<file path="src/hw/rtl/xer_pkg.sv">
`default_nettype none

package xer_pkg;

	// Parser phases.
	localparam logic [2:0] PH_PASS   = 3'd0;
	localparam logic [2:0] PH_NAME   = 3'd1;
	localparam logic [2:0] PH_HASH   = 3'd2;
	localparam logic [2:0] PH_HEX0   = 3'd3;
	localparam logic [2:0] PH_DIGITS = 3'd4;

	localparam logic [4:0] ALL_NAMES = 5'h1F;
	localparam int unsigned NUM_NAMES = 5;
	localparam logic [30:0] VALUE_MAX = 31'h7FFF_FFFF;

	// Error codes.
	localparam logic [1:0] ERR_NAME  = 2'd0;
	localparam logic [1:0] ERR_SYNTAX = 2'd1;
	localparam logic [1:0] ERR_RANGE = 2'd2;
	localparam logic [1:0] ERR_EOS   = 2'd3;

	// Kinds of work handed from the parser to the output side.
	localparam logic [1:0] KIND_BYTE = 2'd0;
	localparam logic [1:0] KIND_UTF8 = 2'd1;
	localparam logic [1:0] KIND_ERR  = 2'd2;

	localparam logic [7:0] CH_AMP  = 8'h26;
	localparam logic [7:0] CH_SEMI = 8'h3B;
	localparam logic [7:0] CH_HASH = 8'h23;
	localparam logic [7:0] CH_LX   = 8'h78;
	localparam logic [7:0] CH_UX   = 8'h58;

	// One job: a plain byte, a code point to expand, or an error.
	// For a byte the value holds it in the low bits, for an error the code.
	typedef struct packed {
		logic [1:0]  kind;
		logic [30:0] value;
		logic [2:0]  count;
	} job_t;

	typedef struct packed {
		logic full;
		logic empty;
	} q_stat_t;

	// Length of each entity name: amp, lt, gt, apos, quot.
	function automatic logic [2:0] name_len(input logic [2:0] k);
		logic [2:0] r;
		case (k)
			3'd0: r = 3'd3;
			3'd1: r = 3'd2;
			3'd2: r = 3'd2;
			3'd3: r = 3'd4;
			3'd4: r = 3'd4;
			default: r = 3'd0;
		endcase
		return r;
	endfunction

	// Character at a position of a name; zero past its end.
	function automatic logic [7:0] name_char(input logic [2:0] k, input logic [2:0] pos);
		logic [7:0] r;
		r = 8'h00;
		case (k)
			3'd0: case (pos)
				3'd0: r = 8'h61;
				3'd1: r = 8'h6D;
				3'd2: r = 8'h70;
				default: r = 8'h00;
			endcase
			3'd1: case (pos)
				3'd0: r = 8'h6C;
				3'd1: r = 8'h74;
				default: r = 8'h00;
			endcase
			3'd2: case (pos)
				3'd0: r = 8'h67;
				3'd1: r = 8'h74;
				default: r = 8'h00;
			endcase
			3'd3: case (pos)
				3'd0: r = 8'h61;
				3'd1: r = 8'h70;
				3'd2: r = 8'h6F;
				3'd3: r = 8'h73;
				default: r = 8'h00;
			endcase
			3'd4: case (pos)
				3'd0: r = 8'h71;
				3'd1: r = 8'h75;
				3'd2: r = 8'h6F;
				3'd3: r = 8'h74;
				default: r = 8'h00;
			endcase
			default: r = 8'h00;
		endcase
		return r;
	endfunction

	// Character each name stands for.
	function automatic logic [7:0] name_byte(input logic [2:0] k);
		logic [7:0] r;
		case (k)
			3'd0: r = 8'h26;
			3'd1: r = 8'h3C;
			3'd2: r = 8'h3E;
			3'd3: r = 8'h27;
			3'd4: r = 8'h22;
			default: r = 8'h00;
		endcase
		return r;
	endfunction

	// Digit value of a byte, or 16 when it is no digit of the radix.
	function automatic logic [4:0] digit_val(input logic [7:0] b, input logic hex);
		logic [4:0] r;
		r = 5'd16;
		if (b >= 8'h30 && b <= 8'h39) begin
			r = 5'(b - 8'h30);
		end else if (hex && b >= 8'h61 && b <= 8'h66) begin
			r = 5'(b - 8'h57);
		end else if (hex && b >= 8'h41 && b <= 8'h46) begin
			r = 5'(b - 8'h37);
		end
		return r;
	endfunction

	// UTF-8 lead byte prefix for a sequence length.
	function automatic logic [7:0] lead_prefix(input logic [2:0] count);
		logic [7:0] r;
		case (count)
			3'd2: r = 8'hC0;
			3'd3: r = 8'hE0;
			3'd4: r = 8'hF0;
			3'd5: r = 8'hF8;
			3'd6: r = 8'hFC;
			default: r = 8'h00;
		endcase
		return r;
	endfunction

endpackage

`default_nettype wire

</file>
<file path="src/hw/rtl/xer_front.sv">
`default_nettype none

module xer_front (
	input  wire              clk,
	input  wire              arst_n,
	input  wire              in_valid,
	input  wire  [7:0]       in_byte,
	input  wire              in_eos,
	input  wire              utf8_mode,
	output logic             push,
	output xer_pkg::job_t    push_job
);
	import xer_pkg::*;

	logic [2:0]  phase_q, n_phase;
	logic [4:0]  cand_q, n_cand;
	logic [2:0]  len_q, n_len;
	logic [30:0] value_q, n_value;
	logic        hex_q, n_hex;
	logic        ovf_q, n_ovf;

	always_comb begin
		logic        clr;
		logic [4:0]  keep;
		logic        hit;
		logic [7:0]  hit_byte;
		logic [4:0]  d;
		logic [35:0] wide;
		logic [35:0] acc;
		logic [2:0]  cnt;

		clr = 1'b0;
		keep = 5'd0;
		hit = 1'b0;
		hit_byte = 8'h00;
		d = digit_val(in_byte, hex_q);
		wide = {5'd0, value_q};
		acc = hex_q ? {1'b0, value_q, 4'd0} + {32'd0, d[3:0]}
			: (wide << 3) + (wide << 1) + {32'd0, d[3:0]};
		if (value_q < 31'h800) begin
			cnt = 3'd2;
		end else if (value_q < 31'h1_0000) begin
			cnt = 3'd3;
		end else if (value_q < 31'h20_0000) begin
			cnt = 3'd4;
		end else if (value_q < 31'h400_0000) begin
			cnt = 3'd5;
		end else begin
			cnt = 3'd6;
		end

		n_phase = phase_q;
		n_cand = cand_q;
		n_len = len_q;
		n_value = value_q;
		n_hex = hex_q;
		n_ovf = ovf_q;
		push = 1'b0;
		push_job = '0;

		for (int k = NUM_NAMES - 1; k >= 0; k--) begin
			if (cand_q[k] && name_len(3'(k)) == len_q) begin
				hit = 1'b1;
				hit_byte = name_byte(3'(k));
			end
			keep[k] = cand_q[k] && (len_q < name_len(3'(k)))
				&& (name_char(3'(k), len_q) == in_byte);
		end

		case (phase_q)
			PH_PASS: begin
				if (in_byte == CH_AMP) begin
					clr = 1'b1;
				end else begin
					push = 1'b1;
					push_job.kind = KIND_BYTE;
					push_job.value = {23'd0, in_byte};
				end
			end
			PH_NAME: begin
				if (in_byte == CH_HASH && len_q == 3'd0) begin
					n_phase = PH_HASH;
				end else if (in_byte == CH_SEMI) begin
					clr = 1'b1;
					push = 1'b1;
					if (hit) begin
						push_job.kind = KIND_BYTE;
						push_job.value = {23'd0, hit_byte};
					end else begin
						push_job.kind = KIND_ERR;
						push_job.value = {29'd0, ERR_NAME};
					end
				end else if (keep == 5'd0) begin
					clr = 1'b1;
					push = 1'b1;
					push_job.kind = KIND_ERR;
					push_job.value = {29'd0, ERR_NAME};
				end else begin
					n_cand = keep;
					n_len = len_q + 3'd1;
				end
			end
			PH_HASH, PH_HEX0, PH_DIGITS: begin
				if (phase_q == PH_HASH && (in_byte == CH_LX || in_byte == CH_UX)) begin
					n_hex = 1'b1;
					n_phase = PH_HEX0;
				end else if (in_byte == CH_SEMI) begin
					clr = 1'b1;
					if (phase_q != PH_DIGITS) begin
						push = 1'b1;
						push_job.kind = KIND_ERR;
						push_job.value = {29'd0, ERR_SYNTAX};
					end else if (ovf_q) begin
						push = 1'b1;
						push_job.kind = KIND_ERR;
						push_job.value = {29'd0, ERR_RANGE};
					end else if (value_q < 31'h80) begin
						push = 1'b1;
						push_job.kind = KIND_BYTE;
						push_job.value = value_q;
					end else if (utf8_mode) begin
						push = 1'b1;
						push_job.kind = KIND_UTF8;
						push_job.value = value_q;
						push_job.count = cnt;
					end
				end else if (d[4]) begin
					clr = 1'b1;
					push = 1'b1;
					push_job.kind = KIND_ERR;
					push_job.value = {29'd0, ERR_SYNTAX};
				end else begin
					if (acc > {5'd0, VALUE_MAX}) begin
						n_ovf = 1'b1;
						n_value = VALUE_MAX;
					end else begin
						n_value = acc[30:0];
					end
					n_phase = PH_DIGITS;
				end
			end
			default: begin
				clr = 1'b1;
				push = 1'b1;
				push_job.kind = KIND_BYTE;
				push_job.value = {23'd0, in_byte};
			end
		endcase

		if (clr) begin
			n_phase = (phase_q == PH_PASS) ? PH_NAME : PH_PASS;
			n_cand = ALL_NAMES;
			n_len = 3'd0;
			n_value = '0;
			n_hex = 1'b0;
			n_ovf = 1'b0;
		end

		// A reference still open at the end of the text gives an end-of-stream error.
		if (in_eos && n_phase != PH_PASS) begin
			push = 1'b1;
			push_job = '0;
			push_job.kind = KIND_ERR;
			push_job.value = {29'd0, ERR_EOS};
			n_phase = PH_PASS;
			n_cand = ALL_NAMES;
			n_len = 3'd0;
			n_value = '0;
			n_hex = 1'b0;
			n_ovf = 1'b0;
		end

		push = push && in_valid;
	end

	always_ff @(posedge clk or negedge arst_n) begin
		if (!arst_n) begin
			phase_q <= PH_PASS;
			cand_q <= ALL_NAMES;
			len_q <= 3'd0;
			value_q <= '0;
			hex_q <= 1'b0;
			ovf_q <= 1'b0;
		end else if (in_valid) begin
			phase_q <= n_phase;
			cand_q <= n_cand;
			len_q <= n_len;
			value_q <= n_value;
			hex_q <= n_hex;
			ovf_q <= n_ovf;
		end
	end

endmodule

`default_nettype wire

</file>
<file path="src/hw/rtl/xer_queue.sv">
`default_nettype none

module xer_queue #(
	parameter int unsigned DEPTH = 4
) (
	input  wire              clk,
	input  wire              arst_n,
	input  wire              push,
	input  xer_pkg::job_t    push_job,
	input  wire              pop,
	output xer_pkg::job_t    head_job,
	output xer_pkg::q_stat_t stat
);
	import xer_pkg::*;

	localparam int unsigned PW = (DEPTH > 1) ? $clog2(DEPTH) : 1;
	localparam int unsigned CW = $clog2(DEPTH + 1);
	localparam logic [PW-1:0] LAST_PTR = PW'(DEPTH - 1);

	job_t          mem_q [DEPTH];
	logic [PW-1:0] wr_ptr_q, rd_ptr_q;
	logic [CW-1:0] count_q;
	logic          do_push, do_pop;

	assign stat.full = (count_q == CW'(DEPTH));
	assign stat.empty = (count_q == '0);
	assign do_push = push && !stat.full;
	assign do_pop = pop && !stat.empty;
	assign head_job = mem_q[rd_ptr_q];

	always_ff @(posedge clk) begin
		if (do_push) begin
			mem_q[wr_ptr_q] <= push_job;
		end
	end

	always_ff @(posedge clk or negedge arst_n) begin
		if (!arst_n) begin
			wr_ptr_q <= '0;
			rd_ptr_q <= '0;
			count_q <= '0;
		end else begin
			if (do_push) begin
				wr_ptr_q <= (wr_ptr_q == LAST_PTR) ? '0 : wr_ptr_q + PW'(1);
			end
			if (do_pop) begin
				rd_ptr_q <= (rd_ptr_q == LAST_PTR) ? '0 : rd_ptr_q + PW'(1);
			end
			if (do_push && !do_pop) begin
				count_q <= count_q + CW'(1);
			end else if (do_pop && !do_push) begin
				count_q <= count_q - CW'(1);
			end
		end
	end

endmodule

`default_nettype wire

</file>
<file path="src/hw/rtl/xer_back.sv">
`default_nettype none

module xer_back (
	input  wire              clk,
	input  wire              arst_n,
	input  xer_pkg::job_t    head_job,
	input  xer_pkg::q_stat_t stat,
	output logic             pop,
	output logic             out_valid,
	input  wire              out_ready,
	output logic [7:0]       out_byte,
	output logic             out_err,
	output logic [1:0]       out_code,
	output logic             out_last
);
	import xer_pkg::*;

	logic       valid_q;
	logic [7:0] byte_q;
	logic       err_q;
	logic [1:0] code_q;
	logic       last_q;
	logic [2:0] idx_q;

	logic       take, last;
	logic [2:0] count_m1, rem;
	logic [30:0] sh;
	logic [7:0] res_byte;

	assign take = !stat.empty && (!valid_q || out_ready);
	assign count_m1 = head_job.count - 3'd1;
	assign rem = count_m1 - idx_q;
	assign last = (head_job.kind != KIND_UTF8) || (idx_q == count_m1);
	assign pop = take && last;

	always_comb begin
		case (rem)
			3'd0: sh = head_job.value;
			3'd1: sh = head_job.value >> 6;
			3'd2: sh = head_job.value >> 12;
			3'd3: sh = head_job.value >> 18;
			3'd4: sh = head_job.value >> 24;
			3'd5: sh = head_job.value >> 30;
			default: sh = '0;
		endcase
		case (head_job.kind)
			KIND_BYTE: res_byte = head_job.value[7:0];
			KIND_UTF8: res_byte = (idx_q == 3'd0) ? (lead_prefix(head_job.count) | sh[7:0])
				: {2'b10, sh[5:0]};
			default: res_byte = 8'h00;
		endcase
	end

	always_ff @(posedge clk or negedge arst_n) begin
		if (!arst_n) begin
			valid_q <= 1'b0;
			idx_q <= 3'd0;
		end else begin
			if (take) begin
				valid_q <= 1'b1;
				idx_q <= last ? 3'd0 : idx_q + 3'd1;
			end else if (out_ready) begin
				valid_q <= 1'b0;
			end
		end
	end

	always_ff @(posedge clk) begin
		if (take) begin
			byte_q <= res_byte;
			err_q <= (head_job.kind == KIND_ERR);
			code_q <= (head_job.kind == KIND_ERR) ? head_job.value[1:0] : 2'd0;
			last_q <= last;
		end
	end

	assign out_valid = valid_q;
	assign out_byte = byte_q;
	assign out_err = err_q;
	assign out_code = code_q;
	assign out_last = last_q;

endmodule

`default_nettype wire

</file>
<file path="src/hw/rtl/xml_entity_reference_decoder.sv">
`default_nettype none

// Channel   Direction  Handshake            Payload
// s_*       in         s_tvalid / s_tready  s_tdata = in_byte, s_tlast = end_of_stream
// m_*       out        m_tvalid / m_tready  m_tdata = out_byte, m_tuser = {err_code, is_error},
//                                           m_tlast = last_of_run
// cfg_*     in         cfg_valid / cfg_ready cfg_data = utf8_mode
//
// One request per cycle while the queue has room. A plain byte, a named reference or a
// code point below 0x80 gives one result; at or above 0x80 UTF-8 mode gives 2 to 6
// results, one per cycle while the output is ready, and the queue holds up to
// QUEUE_DEPTH - 1 further jobs meanwhile. Each job is queued, then its result registered.
// Reset is asynchronous and active low; it clears the parser and sets UTF-8 mode.
// A stalled output fills the queue and then drops s_tready.
module xml_entity_reference_decoder #(
	parameter int unsigned QUEUE_DEPTH = 4
) (
	input  wire        clk,
	input  wire        arst_n,
	input  wire        s_tvalid,
	output logic       s_tready,
	input  wire  [7:0] s_tdata,   // [7:0] in_byte
	input  wire        s_tlast,
	output logic       m_tvalid,
	input  wire        m_tready,
	output logic [7:0] m_tdata,   // [7:0] out_byte
	output logic [2:0] m_tuser,   // [0] is_error, [2:1] err_code
	output logic       m_tlast,
	input  wire        cfg_valid,
	output logic       cfg_ready,
	input  wire        cfg_data
);
	import xer_pkg::*;

	logic    utf8_q;
	logic    accept;
	logic    push, pop;
	job_t    push_job, head_job;
	q_stat_t stat;
	logic    out_err;
	logic [1:0] out_code;

	// The user must write the mode register only while the decoder is idle; the block does not enforce it.
	assign cfg_ready = 1'b1;

	always_ff @(posedge clk or negedge arst_n) begin
		if (!arst_n) begin
			utf8_q <= 1'b1;
		end else if (cfg_valid && cfg_ready) begin
			utf8_q <= cfg_data;
		end
	end

	// Input is taken whenever the job queue has room for the request.
	assign s_tready = !stat.full;
	assign accept = s_tvalid && s_tready;

	// The front parses references and hands one job per byte at most.
	xer_front u_front (
		.clk       (clk),
		.arst_n    (arst_n),
		.in_valid  (accept),
		.in_byte   (s_tdata),
		.in_eos    (s_tlast),
		.utf8_mode (utf8_q),
		.push      (push),
		.push_job  (push_job)
	);

	xer_queue #(
		.DEPTH (QUEUE_DEPTH)
	) u_queue (
		.clk      (clk),
		.arst_n   (arst_n),
		.push     (push),
		.push_job (push_job),
		.pop      (pop),
		.head_job (head_job),
		.stat     (stat)
	);

	// The back end expands each job into output bytes.
	xer_back u_back (
		.clk       (clk),
		.arst_n    (arst_n),
		.head_job  (head_job),
		.stat      (stat),
		.pop       (pop),
		.out_valid (m_tvalid),
		.out_ready (m_tready),
		.out_byte  (m_tdata),
		.out_err   (out_err),
		.out_code  (out_code),
		.out_last  (m_tlast)
	);

	assign m_tuser = {out_code, out_err};

	// An error result carries a zero byte.
	a_err_byte: assert property (@(posedge clk) disable iff (!arst_n)
		m_tvalid && m_tuser[0] |-> m_tdata == 8'h00)
		else $error("error result with nonzero byte");

	// An error always closes the run of results of its byte.
	a_err_last: assert property (@(posedge clk) disable iff (!arst_n)
		m_tvalid && m_tuser[0] |-> m_tlast)
		else $error("error result not last of run");

	// A good result reports no error code.
	a_code_zero: assert property (@(posedge clk) disable iff (!arst_n)
		m_tvalid && !m_tuser[0] |-> m_tuser[2:1] == 2'd0)
		else $error("error code on good result");

	// A full queue is never empty.
	a_queue: assert property (@(posedge clk) disable iff (!arst_n)
		stat.full |-> !stat.empty)
		else $error("queue status inconsistent");

endmodule

`default_nettype wire
</file>
<file path="config.mk">
export PLATFORM = sky130hd
export DESIGN_NAME = xml_entity_reference_decoder
export DESIGN_NICKNAME = d
export VERILOG_FILES = /design/src/hw/rtl/xer_pkg.sv /design/src/hw/rtl/xer_front.sv /design/src/hw/rtl/xer_queue.sv /design/src/hw/rtl/xer_back.sv /design/src/hw/rtl/xml_entity_reference_decoder.sv
export SDC_FILE = /design/constraint.sdc
export NUM_CORES = 1
export LEC_CHECK = 0
export BUFFER_PORTS_ARGS = -buffer_cell sky130_fd_sc_hd__buf_2
export CELL_PAD_IN_SITES_DETAIL_PLACEMENT = 0
export CELL_PAD_IN_SITES_GLOBAL_PLACEMENT = 1
export CORE_MARGIN = 1.5
export CORE_UTILIZATION = 40
export DETAILED_ROUTE_END_ITERATION = 12
export PLACE_DENSITY_LB_ADDON = 0.1
export SYNTH_ARGS = -nofsm -noshare
export SYNTH_HDL_FRONTEND = slang
export SYNTH_SLANG_ARGS = --single-unit
</file>
<file path="constraint.sdc">
create_clock -name clk -period 7.82 [get_ports clk]
set_input_delay 1.564 -clock clk [delete_from_list [all_inputs] [get_ports clk]]
set_output_delay 1.564 -clock clk [all_outputs]
set_load 0.02 [all_outputs]
</file>
==> results.py <==
metrics = {
    "setup_path": {
        "worstPathArrival_ps": 5820,
        "crit_type": "in2reg",
        "max_stage_delay_ps": 650,
        "crit_top_cell": "ha_1",
        "endpoint_kind": "flip-flop",
        "critPathSlowestCell": "o41ai_1",
        "cp_cell_sequence": "buf_2 > inv_1 > ha_1 > nand2b_1 > o21ai_0 > o41ai_1 > ha_1 > a21o_1 > a21oi_1 > nor2_1 > nand3_1 > nor3_1 > nand4b_1 > nor4_1 > or4b_4 > nand3_2 > o311ai_0",
        "startpoint_type": "input port",
        "cp_max_fo": 27,
        "worstPathRequired_ps": 8220,
    },
    "clocking": {
        "cts_buffer_depth": 3,
        "cts_resized": 0,
        "path_clk_slew_ps": 60,
        "clock_latency_ps": 510,
        "cts_max_level": 1,
        "post_cts_buffers": 0,
        "hold_buffers": 0,
        "cts_tree": "built",
        "cts_root_buf": "clkbuf_16",
        "numCtsBuffers": 24,
        "cts.sinks": 212,
    },
    "timing": {
        "layout_min_cycle_time_ps": 5430,
        "drv_slew": 0,
        "max_freq_mhz": 184,
        "tightest_slew_ps": 1000,
        "rsz0062_at_grt": "no",
        "post-route-period-util_pct": 69.4,
        "finalSetupViolations": 0,
        "fin_skew_ps": 12.7,
        "setup_tns_ps": 0,
        "finalHoldViolCount": 0,
        "max-slew-margin-rel_pct": 33.1,
    },
    "cells_and_area": {
        "layout-drive-gt1-share_pct": 12.9,
        "final_common_cell": "edfxtp_1",
        "seq_area_mm2": 0.00609,
        "multi_input_area_mm2": 0.00645,
        "insertedDiodeCount": 0,
        "layout_common_cells": "edfxtp_1, nand2_1, nor2_1",
        "nNetsFinal": 1279,
        "area_delta_synth_final_pct": 9.63,
        "nFillCells": 2931,
    },
    "pwr": {
        "leakage_uw": 0.00524,
        "powerDensity_mw_per_mm2": 310,
        "power.switching_uw": 1620,
        "p_seq_share_pct": 37.0,
        "p_int_uw": 2760,
        "swShare_pct": 37.0,
        "pwr-share-clk_pct": 25.0,
        "power_uw": 4390,
        "vdd_drop_max_mv": 0.156,
        "p_comb_share_pct": 38.1,
    },
    "grt": {
        "antenna_found_initial": 0,
        "grt-ovfl-total": 0,
        "grt_pass1_wl_um": 53700,
        "grt_max_degree": 57,
        "grt_pass1_vias": 9227,
        "grtUsageTotal_pct": 20.7,
    },
    "detailed_routing": {
        "drc": 0,
        "wl_um": 33800,
        "ant_nets": 0,
        "avgViaCountPerCell": 5.74,
        "first_pass_iters": 6,
        "drt_iter0_markers": 553,
        "via_count": 9308,
        "wire_per_inst_um": 20.8,
    },
    "job": {
        "cap_violations": 0,
    },
    "yosys": {
        "synth_ff_type": "edfxtp_1",
        "yosysUniqueCellTypes": 81,
        "yosysTopAreaCell": "edfxtp_1",
        "ys_ff_latch": 212,
        "ys_async_sr_fraction_pct": 26.4,
        "syn_nets": 1274,
        "avgSynthCellArea_um2": 10.8,
        "synth_area_leaders": "edfxtp_1, dfrtp_1, mux4_2",
        "synth_top_area_share_pct": 36.3,
        "mappedNetlistArea_mm2": 0.0129,
        "netlist_instances": 1198,
        "yosysSeqAreaShare_pct": 47.3,
        "synth_edf_count": 156,
        "yosys_warnings": 0,
    },
    "floorplanning": {
        "die_h_um": 183,
        "initial_core_util_pct": 40.7,
        "die_x_um": 183,
        "num_io_pins": 30,
        "die-area_mm2": 0.0333,
        "rows": 65,
        "core_mm2": 0.0316,
    },
    "placement": {
        "gp_congestion": 0.822,
        "portBuffers": 28,
        "hpwl_um": 24700,
    },
    "worst_hold_path": {
        "hp-class": "reg2reg",
    },
    "run_status": {
        "status": "finished clean",
    },
}
-- through the flow --
| stage | setup WS [ps] | area (um2) | instances | hold WS (ps) | utilization [%] |
|---|---|---|---|---|---|
| 6_report | 2390 | 14100 | 1623 | 487 | 44.7 |
| 5_1_grt | 1920 | 14100 | 1623 | 531 | 44.7 |
| 4_1_cts | 2380 | 14100 | 1623 | 491 | 44.7 |
| 3_5_place_dp | 1850 | 13400 | 1579 | 480 | 42.2 |
| 3_3_place_gp | 1950 | 13400 | 1579 | 478 | 42.2 |
| 2_1_floorplan | 2570 | 12900 | 1198 | 464 | - |
-- cell usage after synthesis, types with 27 or more instances --
cell        n
edfxtp_1  156
nand2_1   140
nor2_1     79
a21oi_1    70
o21ai_0    66
ha_1       57
dfrtp_1    50
and2_1     47
nand3_1    40
clkbuf_1   37
xnor2_1    37
mux4_2     36
inv_1      30
nor3_1     27
-- metal layers --
metal / routed length (um) / track usage [%]
met1: 16100 / 29.0
met2: 16000 / 34.7
met3: 1010 / 1.90
met4: 749 / 5.19
met5: 0 / 0
-- worst paths after layout --
path	from	endpoint	slack, ps	cells past startpoint
worst max-delay path	s_tdata[0]	u_front.value_q[22]$_DFFE_PN0P_	2390	17
worst min-delay path	u_back.out_valid$_DFFE_PN0P_	u_back.out_valid$_DFFE_PN0P_	490	2
worst max register to register	u_front.hex_q$_DFFE_PN0P_	u_front.value_q[22]$_DFFE_PN0P_	2540	15
worst min register to register	u_back.out_valid$_DFFE_PN0P_	u_back.out_valid$_DFFE_PN0P_	490	2
max in group asynchronous	arst_n	u_front.value_q[30]$_DFFE_PN0P_	6050	2
min in group asynchronous	arst_n	u_queue.count_q[0]$_DFFE_PN0P_	1210	2
-- sequential cells by signal, indices dropped and copies added (netlist names) --
signal	count
u_front.hex_q	1
u_back.out_err	1
u_queue.count_q	3
u_front.phase_q	3
u_back.out_valid	1
u_front.len_q	3
u_back.idx_q	3
u_back.out_last	1
u_back.out_byte	8
utf8_q	1
u_queue.mem_q	144
u_front.cand_q	5
u_front.ovf_q	1
u_back.out_code	2
u_front.value_q	31
u_queue.wr_ptr_q	2
u_queue.rd_ptr_q	2
-- power by group through the flow --
stage | clock network [uW] | registers [uW] | logic [uW]
after floorplan | 0 | 1610 | 1210
after global placement | 0 | 1640 | 1680
after detailed placement | 0 | 1650 | 1690
after CTS | 1120 | 1630 | 1690
after global routing | 1170 | 1650 | 1840
final | 1090 | 1620 | 1670
-- critical path, delay by kind of cell --
kind / cells / cell delay [ps]
and+or+nand+nor: 8 / 2070
AOI/OAI and AO/OA: 5 / 1260
adders and majority gates: 2 / 530
buffers and inverters: 2 / 360
-- kinds of logic (layout without fill, tap and decap cells) --
group                      Yosys count  in the layout  synth area share [%]
AOI/OAI and AO/OA                  284            284                  14.6
xor gates and xnor gates            59             59                  4.01
adders and majority gates           61             61                  6.15
buffers and inverters               86            109                  2.78
DFF                                212            212                  47.3
muxes                               55             55                  7.85
other                                1              1                0.0291
and+or+nand+nor                    440            440                  17.3
-- area by class of cell --
class | count | share of cell area (%)
clock buffer | 32 | 4.75
tap | 402 | 3.56
timing repair buffer | 34 | 1.31
sequential | 212 | 43.1
clock inverter | 12 | 0.753
multi-input combinational | 900 | 45.7
inverter | 31 | 0.823
Power figures use the tool's default switching activity.
